<file path="src/rtl/core/tws_pkg.sv">
// shared types and constants of the timer wheel scheduler
`default_nettype none

package tws_pkg;

   localparam int TICK_W     = 48;
   localparam int ID_W       = 32;
   localparam int DUR_W      = 32;
   localparam int MIN_DUR_W  = 16;
   localparam int SHIFT_W    = 4;
   localparam int CSR_DATA_W = 32;
   localparam int CSR_ADDR_W = 3;

   // at most this many expiry beats per tick
   localparam int MAX_RESULTS = 64;
   localparam int RES_CNT_W   = $clog2(MAX_RESULTS + 1);

   localparam logic [MIN_DUR_W-1:0] MIN_DURATION_RESET = 16'd16;
   localparam logic [SHIFT_W-1:0]   TICK_SHIFT_RESET   = 4'd4;

   localparam logic CMD_ADD  = 1'b0;
   localparam logic CMD_TICK = 1'b1;

   localparam logic [1:0] KIND_ADDED   = 2'd0;
   localparam logic [1:0] KIND_SHORT   = 2'd1;
   localparam logic [1:0] KIND_FULL    = 2'd2;
   localparam logic [1:0] KIND_EXPIRED = 2'd3;

   // register index, taken from csr_paddr[2]
   localparam logic REG_MIN_DURATION = 1'b0;
   localparam logic REG_TICK_SHIFT   = 1'b1;

   typedef struct packed {
      logic             command;
      logic [DUR_W-1:0] duration_ms;
      logic [ID_W-1:0]  requested_id;
   } req_type;

   typedef struct packed {
      logic [1:0]      kind;
      logic [ID_W-1:0] timer_id;
      logic            last;
   } rsp_type;

   typedef struct packed {
      logic [MIN_DUR_W-1:0] min_duration_ms;
      logic [SHIFT_W-1:0]   tick_shift;
   } cfg_type;

   typedef struct packed {
      logic              valid;
      logic [TICK_W-1:0] target;
      logic [ID_W-1:0]   id;
   } entry_type;

endpackage

`default_nettype wire

</file>
<file path="src/rtl/core/tws_csr.sv">
// configuration registers of the timer wheel scheduler
`default_nettype none

module tws_csr (
   input  wire logic                               clock,
   input  wire logic                               reset,
   input  wire logic                               csr_psel,
   input  wire logic                               csr_penable,
   input  wire logic                               csr_pwrite,
   input  wire logic [tws_pkg::CSR_ADDR_W-1:0]     csr_paddr,
   input  wire logic [tws_pkg::CSR_DATA_W-1:0]     csr_pwdata,
   output logic      [tws_pkg::CSR_DATA_W-1:0]     csr_prdata,
   output logic                                    csr_pready,
   output tws_pkg::cfg_type                        cfg
);
   import tws_pkg::*;

   cfg_type cfg_ff;
   cfg_type cfg_in;
   logic    wr_en;
   logic    reg_idx;

   assign csr_pready = 1'b1;
   assign wr_en      = csr_psel & csr_penable & csr_pwrite;
   assign reg_idx    = csr_paddr[2];
   assign cfg        = cfg_ff;

   always_comb begin
      cfg_in = cfg_ff;
      if (wr_en) begin
         case (reg_idx)
            REG_MIN_DURATION: cfg_in.min_duration_ms = csr_pwdata[MIN_DUR_W-1:0];
            REG_TICK_SHIFT:   cfg_in.tick_shift      = csr_pwdata[SHIFT_W-1:0];
            default:          cfg_in = cfg_ff;
         endcase
      end
   end

   always_comb begin
      case (reg_idx)
         REG_MIN_DURATION: csr_prdata = {{(CSR_DATA_W-MIN_DUR_W){1'b0}}, cfg_ff.min_duration_ms};
         REG_TICK_SHIFT:   csr_prdata = {{(CSR_DATA_W-SHIFT_W){1'b0}}, cfg_ff.tick_shift};
         default:          csr_prdata = '0;
      endcase
   end

   always_ff @(posedge clock) begin
      if (reset) begin
         cfg_ff.min_duration_ms <= MIN_DURATION_RESET;
         cfg_ff.tick_shift      <= TICK_SHIFT_RESET;
      end else begin
         cfg_ff <= cfg_in;
      end
   end

endmodule

`default_nettype wire

</file>
<file path="config.mk">
export PLATFORM = sky130hd
export DESIGN_NAME = tws_csr
export DESIGN_NICKNAME = d
export VERILOG_FILES = /design/src/rtl/core/tws_pkg.sv /design/src/rtl/core/tws_csr.sv
export SDC_FILE = /design/constraint.sdc
export NUM_CORES = 1
export LEC_CHECK = 0
export ABC_AREA = 1
export BUFFER_PORTS_ARGS = -buffer_cell sky130_fd_sc_hd__buf_4
export CELL_PAD_IN_SITES_DETAIL_PLACEMENT = 0
export CELL_PAD_IN_SITES_GLOBAL_PLACEMENT = 1
export CORE_ASPECT_RATIO = 0.6
export CORE_MARGIN = 2
export CORE_UTILIZATION = 26
export CTS_CLUSTER_DIAMETER = 100
export DETAILED_ROUTE_END_ITERATION = 10
export GPL_TIMING_DRIVEN = 0
export MAX_ROUTING_LAYER = met4
export PLACE_DENSITY = 0.94
export RECOVER_POWER = 50
export SETUP_SLACK_MARGIN = 0.2
export SLEW_MARGIN = 20
export SYNTH_ARGS = -nofsm -noshare
export SYNTH_HDL_FRONTEND = slang
export SYNTH_SLANG_ARGS = --single-unit
export TNS_END_PERCENT = 50
</file>
<file path="constraint.sdc">
create_clock -name clock -period 1.5 [get_ports clock]
set_clock_uncertainty 0.05 [all_clocks]
set_input_delay 0.075 -clock clock [delete_from_list [all_inputs] [get_ports clock]]
set_output_delay 0.075 -clock clock [all_outputs]
set_load 0.005 [all_outputs]
</file>
==> flow_summary.ini, run 1 <==
[sta]
tightest_slew_ps = 679.4
hold_violations = 0
post-route-period-util_pct = 70.81
min_period_ps = 1062
maxSlewViolCount = 0
relSlewSlack_pct = 54.54
fmax_mhz = 941.5
finalSetupTns_ps = 0
setup_viol_count_final = 0
rsz0062_at_grt = false

[pwr]
p_leak_nw = 0.9714
power_density_nw_per_um2 = 692.6
p_total_mw = 1.220
irDropWorstVdd_v = 0.0003183

[clock_network]
clockBufferDepth = 2
clk_latency_ps = 250
cts_buffers = 3
clk_pin_slew_ps = 70
clock-sinks = 20
htree_levels = 1
root_buffer = clkbuf_8
cts_tree = done

[detailed_routing]
wire_per_inst_um = 9.789
dr.pass1.iters = 4
drc = 0
drt-initial-drc-count = 30
viasPerCell = 3.689
wl_um = 3152
num_vias = 1188
ant_nets = 0

[synthesis]
synth_top_family_by_area = simple AND/OR/NAND/NOR gates
syn_area_um2 = 1147
synth_xor_area_share_pct = 0
syn_avg_cell_area_um2 = 6.236
synthDistinctLibCells = 15
yosysWarnings = 0
synth_seq_area_share_pct = 34.90
yosysTopAreaCellShare_pct = 34.90
synth-compound-area-share_pct = 0.8724
synth_top_cells_by_area = dfxtp_1 (35%), nor2_1 (16%), buf_4 (11%), nand2_1 (11%), inv_1 (9.5%)
synthMuxAreaShare_pct = 0
syn_inst = 184
yosysTopAreaCell = dfxtp_1
synth-adder-area-share_pct = 0
ys_seq_elements = 20
synthSimpleGateAreaFrac_pct = 38.39

[place]
dpl.hpwl_um = 2523
io_buffers = 57
globalplace.congestion = 0.7429

[global_routing]
antenna_found_initial = 0
grt_max_degree = 12
grtUsageTotal_pct = 13.15
grt_pass1_wl_um = 5112
overflow = 0
grt_pass1_vias = 1067

[floorplan]
rows = 18
dieArea_um2 = 4978
start_util_pct = 27.54
die_y_um = 55.46
num_io_pins = 93
die_w_um = 89.76
core_um2 = 4167

[worst_setup_path]
r2r_setup_slack_ps = 840
crit_path_cell_trace = clkbuf_4, inv_1, nor2_1, buf_6, nand3_1, nand2_1, nor2_1
worstPathArrival_ps = 1170
cp.required_ps = 1600
rr_startpoint = cfg[3]$_SDFFE_PP0P_
crit_fanout = 10
critPathKind = in2reg
crit_path_max_incr_delay_ps = 530
critPathSlowestCell = nor2_1
cpMostUsedCell = nor2_1
crit-reg2reg-capture = cfg[3]$_SDFFE_PP0P_
crit_path_end_kind = register
cp-start-kind = input port
reg2reg_depth = 2

[finish]
nets = 303
drive_above_1_share_pct = 32.06
fin_util_pct = 42.28
largest_reg_flops = 20
num_antenna_cells = 0
nFillCells = 445
syn_to_final_growth_pct = 53.54

[run]
maxCapViolations = 0

[min_path]
hp-start = csr_pwdata[7]
min_to = cfg[11]$_SDFFE_PP0P_
min_path_type = in2reg
hold_path_depth = 5

[outcome]
status = finished clean
[cells by family after synthesis]
logic type	Yosys count
other cells	2
compound gates	2
buf+inv	55
simple gates	105
flops	20
[metrics by stage]
stage	setup WS, ps	cells	cell area [µm²]	hold slack (ps)
global placement	494.6	316	1707	236.4
floorplan	744.6	199	1204	151.1
detailed placement	488.6	316	1707	246.4
global route	278.6	322	1762	92.38
CTS	443.5	322	1782	73.88
finish	437.9	322	1762	76.44
[cell usage in the layout (no fill, tap or decap), types with 3 or more instances in the layout]
| cell | Yosys | routed |
|---|---|---|
| inv_1 | 29 | 29 |
| nand2_1 | 33 | 33 |
| clkbuf_4 | 0 | 11 |
| buf_2 | 3 | 3 |
| dfxtp_1 | 20 | 20 |
| nand3_1 | 20 | 21 |
| clkbuf_1 | 3 | 3 |
| clkbuf_8 | 0 | 4 |
| buf_4 | 17 | 63 |
| nor2_1 | 49 | 51 |
| conb_1 | 2 | 17 |
[final cells by class]
| class | count | area, µm² | area share, % |
|---|---|---|---|
| multi-input cells | 124 | 494.2 | 28.05 |
| repair buffers | 59 | 447.9 | 25.43 |
| flip-flops and latches | 20 | 400.4 | 22.73 |
| plain buffers | 25 | 176.4 | 10.01 |
| inverters | 30 | 112.6 | 6.392 |
| well taps | 60 | 75.07 | 4.261 |
| clock buffers | 4 | 55.05 | 3.125 |
[Yosys cell counts]
| library cell | number |
|---|---|
| nor2_1 | 49 |
| nand2_1 | 33 |
| inv_1 | 29 |
| dfxtp_1 | 20 |
| nand3_1 | 20 |
| buf_4 | 17 |
| buf_2 | 3 |
| clkbuf_1 | 3 |
| buf_6 | 2 |
| conb_1 | 2 |
| nor2_4 | 2 |
| inv_2 | 1 |
| nand3_2 | 1 |
| o21ai_0 | 1 |
| o21ai_1 | 1 |
[where the power goes]
| group | switching [mW] | leakage [nW] | internal [mW] |
|---|---|---|---|
| Combinational | 0.114 | 0.780 | 0.136 |
| Clock | 0.172 | 0.0288 | 0.233 |
| Sequential | 0.0150 | 0.163 | 0.550 |
| Total | 0.301 | 0.971 | 0.919 |
[layer usage]
layer | track usage, % | part of all wire (%)
met5 | - | 0
met4 | 1.319 | 0.13
met3 | 4.638 | 6.7
met2 | 21.32 | 43
met1 | 16.54 | 50
[worst max path at each step]
stage	start	end	slack, ps	depth (start not counted)
2_1_floorplan	csr_psel	cfg[4]$_SDFFE_PP0P_	740	6
3_3_place_gp	csr_paddr[2]	csr_prdata[4]	490	4
3_5_place_dp	csr_psel	cfg[7]$_SDFFE_PP0P_	490	7
4_1_cts	cfg[8]$_SDFFE_PP1P_	csr_prdata[4]	440	3
5_1_grt	csr_pwrite	cfg[10]$_SDFFE_PP0P_	280	7
6_report	csr_pwrite	cfg[7]$_SDFFE_PP0P_	440	7
[what timing repair did]
action / in CTS / in global routing
gates resized for setup: 0 / 0
setup buffers: 0 / 0
hold buffers: 2 / 0
setup endpoints to repair: 0 / 0
endpoints found under the hold margin: 2 / 0
[worst max-delay path, delay by kind of cell]
family                 cells  cell delay (ps)
AND/OR/NAND/NOR            4              720
buffers and inverters      3              370
No activity file was read; power rests on OpenSTA's default activity.
==> run 2, diff against run 1 <==
--- a/config.mk
+++ b/config.mk
@@ -11,12 +11,12 @@
 export CELL_PAD_IN_SITES_GLOBAL_PLACEMENT = 1
 export CORE_ASPECT_RATIO = 0.6
 export CORE_MARGIN = 2
-export CORE_UTILIZATION = 26
+export CORE_UTILIZATION = 21
 export CTS_CLUSTER_DIAMETER = 100
 export DETAILED_ROUTE_END_ITERATION = 10
 export GPL_TIMING_DRIVEN = 0
 export MAX_ROUTING_LAYER = met4
-export PLACE_DENSITY = 0.94
+export PLACE_DENSITY = 0.83
 export RECOVER_POWER = 50
 export SETUP_SLACK_MARGIN = 0.2
 export SLEW_MARGIN = 20
==> constraint.sdc (replaced) <==
create_clock -name clock -period 0.97 [get_ports clock]
set_clock_uncertainty 0.05 [all_clocks]
set_input_delay 0.0485 -clock clock [delete_from_list [all_inputs] [get_ports clock]]
set_output_delay 0.0485 -clock clock [all_outputs]
set_load 0.005 [all_outputs]
==> run 2 against run 1 <==
Effect of this change: register-to-register slack got worse by 620 ps; combinational power rose by 71%; global-route usage fell by 1.7 points; critical path type is now reg2out; highest routed layer unchanged; wire length rose by 8.6%; sequential power rose by 56%; largest cell class unchanged; power rose by 62%; clock-buffer cell count did not move.
==> flow_summary.ini, run 2 (same netlist as run 1, synthesis figures left out) <==
[clock_network]
cts_tree = done
root_buffer = clkbuf_8
clk_latency_ps = 260
clock-sinks = 20
clk_pin_slew_ps = 80
cts_buffers = 3
clockBufferDepth = 2
htree_levels = 1

[pwr]
irDropWorstVdd_v = 0.0004528
power_density_nw_per_um2 = 1030
p_total_mw = 1.978
p_leak_nw = 1.037

[sta]
fmax_mhz = 1039
rsz0062_at_grt = true
min_period_ps = 962.4
relSlewSlack_pct = 66.56
tightest_slew_ps = 501.5
setup_viol_count_final = 0
hold_violations = 0
setup_slack_ps = 7.584
maxSlewViolCount = 0
post-route-period-util_pct = 99.22

[worst_setup_path]
worstPathArrival_ps = 860
crit_path_max_incr_delay_ps = 360
crit_path_cell_trace = inv_2, nor2_2, buf_4
reg2reg_depth = 3
r2r_setup_slack_ps = 220
cp-start-kind = register
critPathKind = reg2out
crit_path_end_kind = primary output
critPathSlowestCell = dfxtp_2
crit_fanout = 3
cp.required_ps = 870

[place]
dp_slack_ps = -20.62
dpl.hpwl_um = 2608
place_inst = 322
postPlaceCellArea_um2 = 1714
globalplace.congestion = 0.7938
io_buffers = 57

[finish]
design_area_um2 = 1921
multi_input_area_um2 = 529.3
layout_common_cells = buf_4 (74), nor2_1 (45), nand2_1 (29)
syn_to_final_growth_pct = 67.39
instances_no_fill = 337
seqCellArea_um2 = 425.4
nFillCells = 573
drive_above_1_share_pct = 49.45
largest_reg_flops = 20
nets = 312
num_antenna_cells = 0
final_common_cell = buf_4

[floorplan]
die_w_um = 99.43
die_y_um = 61.26
core_um2 = 5155
rows = 20
start_util_pct = 22.26
num_io_pins = 93
dieArea_um2 = 6090

[global_routing]
antenna_found_initial = 0
grt_pass1_vias = 1084
overflow = 0
grt_max_degree = 12
grt_pass1_wl_um = 5223
grtUsageTotal_pct = 11.47

[detailed_routing]
num_vias = 1287
drc = 0
dr.pass1.iters = 4
ant_nets = 0
drt-initial-drc-count = 25
wl_um = 3423
viasPerCell = 3.819
wire_per_inst_um = 10.16

[run]
maxCapViolations = 0

[min_path]
hold_path_depth = 5
min_path_type = in2reg

[outcome]
status = finished clean
[run 2: changes by cell type in the layout (fill, tap and decap cells not counted), sizes merged]
cell	change
buf	+17
clkbuf	-8
[run 2: cell type report]
type                       instances  share of cell area [%]
inverter                          30                   5.863
tap                               66                   4.300
buffer                            25                   9.055
sequential                        20                   22.15
clock buffer                       4                   2.866
multi-input combinational        124                   27.56
timing repair buffer              68                   28.21
[run 2: path summary, 6_finish.rpt]
kind,end,start
worst max-delay path,csr_prdata[4],cfg[8]$_SDFFE_PP1P_
worst max register to register,cfg[11]$_SDFFE_PP0P_,cfg[11]$_SDFFE_PP0P_
worst min register to register,cfg[6]$_SDFFE_PP0P_,cfg[6]$_SDFFE_PP0P_
worst min-delay path,cfg[16]$_SDFFE_PP0P_,csr_pwdata[12]
[run 2: layer usage]
layer  global-route usage (%)  part of all wire [%]  vias up
met1                    16.15                    49      561
met5                        -                     0        -
met2                    16.80                    43       46
met3                    3.746                   8.1        2
met4                   0.5871                  0.12        0
li1                         -                     -      678
[run 2: worst max-delay path: cells and delay by family, from the launching register on]
kind,cells,cell delay [ps]
DFF,1,360
buffers and inverters,2,150
and+or+nand+nor,1,90
[run 2: repair_timing]
| item | in CTS | in global routing |
|---|---|---|
| gates resized for setup | 21 | 25 |
| endpoints found under the hold margin | 2 | 0 |
| setup endpoints to repair | 36 | 43 |
| hold buffers | 2 | 0 |
| pin swaps | 0 | 6 |
| buffers inserted | 1 | 8 |
[run 2: stage by stage]
step | utilization, % | TNS [ps] | hold WS (ps)
floorplan | - | 0 | 124.6
global placement | 33.25 | 0 | 214.4
detailed placement | 33.25 | -38.51 | 221.8
CTS | 35.41 | 0 | 42.98
global route | 37.26 | -269.0 | 56.73
finish | 37.26 | 0 | 39.31
[run 2: report_power, final]
part           leakage, nW  internal (mW)  switching [mW]  total (mW)
combinational        0.838          0.236           0.191       0.427
clock               0.0288          0.362           0.307       0.669
sequential           0.170          0.855          0.0260       0.881
==> run 3, diff against run 2 <==
==> constraint.sdc (replaced) <==
create_clock -name clock -period 0.97 [get_ports clock]
set_clock_uncertainty 0.05 [all_clocks]
set_input_delay 0 -clock clock [delete_from_list [all_inputs] [get_ports clock]]
set_output_delay 0 -clock clock [all_outputs]
set_load 0.005 [all_outputs]
==> run 3 against run 2 <==
Effect of this change: the flow now finishes with violations (negative hold slack); die area stayed put; via count is 0.93% lower; first-iteration DRC count is 16% lower; sequential share of layout area is 0.065 points higher; global-route usage is 0.051 points higher; clock-buffer cell count stayed put; worst setup slack better by 57 ps.
==> flow_summary.ini, run 3 (same netlist as run 1, synthesis figures left out) <==
[global_routing]
antenna_found_initial = 0
grt_pass1_vias = 1088
grt_max_degree = 12
overflow = 0
grt_pass1_wl_um = 5250
grtUsageTotal_pct = 11.52

[sta]
maxSlewViolCount = 0
post-route-period-util_pct = 93.38
finalSetupTns_ps = 0
setup_viol_count_final = 0
setup_slack_ps = 64.23
rsz0062_at_grt = true
fmax_mhz = 1104
whs_ps = -0.2784
hold_violations = 1
min_period_ps = 905.8

[clock_network]
clockBufferDepth = 2
cts_tree = done
root_buffer = clkbuf_8
htree_levels = 1
clk_pin_slew_ps = 80
clock-sinks = 20
cts_buffers = 3
clk_latency_ps = 260

[finish]
instances_no_fill = 338
multi_input_area_um2 = 529.3
num_antenna_cells = 0
design_area_um2 = 1921
final_common_cell = buf_4
layout_common_cells = buf_4 (75), nor2_1 (43), nand2_1 (29), nand3_1 (20)
largest_reg_flops = 20
drive_above_1_share_pct = 50.00
nFillCells = 574
nets = 313
seqCellArea_um2 = 426.7
syn_to_final_growth_pct = 67.39

[detailed_routing]
wl_um = 3413
num_vias = 1275
ant_nets = 0
dr.pass1.iters = 4
drc = 0
viasPerCell = 3.772
wire_per_inst_um = 10.10
drt-initial-drc-count = 21

[place]
dp_slack_ps = 27.88
io_buffers = 57
place_inst = 322
globalplace.congestion = 0.7938
postPlaceCellArea_um2 = 1714
dpl.hpwl_um = 2608

[worst_setup_path]
crit_fanout = 3
worstPathArrival_ps = 860
cp-start-kind = register
critPathKind = reg2out
cp.required_ps = 920
crit_path_end_kind = primary output

[floorplan]
die_w_um = 99.43
dieArea_um2 = 6090
start_util_pct = 22.26
die_y_um = 61.26
core_um2 = 5155
rows = 20
num_io_pins = 93

[pwr]
irDropWorstVdd_v = 0.0004509
clkPwrFrac_pct = 33.7
switching_power_uw = 518.2
power_density_nw_per_um2 = 1025
comb_power_share_pct = 21.7
p_int_mw = 1.450
sequentialPowerShare_pct = 44.6
p_leak_nw = 1.035
switching_share_pct = 26.33

[outcome]
violations = negative hold slack
status = finished with violations

[run]
maxCapViolations = 0

[min_path]
min_path_type = in2reg
[run 3: power by group through the flow]
stage               registers [mW]  clock network (mW)  logic (mW)
floorplan                    0.890                   0       0.209
global placement             0.892                   0       0.388
detailed placement           0.892                   0       0.393
CTS                          0.878               0.666       0.410
global route                 0.883               0.706       0.481
finish                       0.879               0.663       0.427
[run 3: cell type report]
type	count	share of cell area [%]
multi-input combinational	124	27.56
clock buffer	4	2.866
inverter	30	5.863
sequential	20	22.21
timing repair buffer	69	27.95
buffer	25	9.251
tap	66	4.300
[run 3: critical path, cell delays in order, from the launching register on]
cell	delay, ps
dfxtp_2	370
nand2_1	60
nand2_1	60
buf_4	100
[run 3: worst paths after layout]
path | slack [ps] | start | to | depth (start not counted)
setup / recovery | 60 | cfg[4]$_SDFFE_PP0P_ | csr_prdata[0] | 3
hold / removal | -0.3 | csr_pwdata[15] | cfg[19]$_SDFFE_PP0P_ | 5
setup reg to reg | 220 | cfg[11]$_SDFFE_PP0P_ | cfg[11]$_SDFFE_PP0P_ | 3
hold reg to reg | 440 | cfg[2]$_SDFFE_PP1P_ | cfg[2]$_SDFFE_PP1P_ | 2
[run 3: metrics by stage]
step | utilization [%] | power, mW
2_1_floorplan | - | 1.099
3_3_place_gp | 33.25 | 1.279
3_5_place_dp | 33.25 | 1.285
4_1_cts | 35.80 | 1.953
5_1_grt | 37.26 | 2.070
6_report | 37.26 | 1.968
[run 3: routing by layer]
layer	track usage [%]	vias up	wire length (µm)	part of all wire (%)
met5	-	-	0	0
met1	16.29	552	1663	49
met3	3.746	2	261	7.6
li1	-	680	-	-
met2	16.80	41	1484	43
met4	0.5871	0	4	0.12
[run 3: repair_timing]
item / 4_1_cts / 5_1_grt
hold buffers: 4 / 0
endpoints found under the setup margin: 36 / 38
pin swaps: 0 / 4
endpoints found under the hold margin: 4 / 0
gates resized for setup: 21 / 27
buffers inserted: 1 / 8
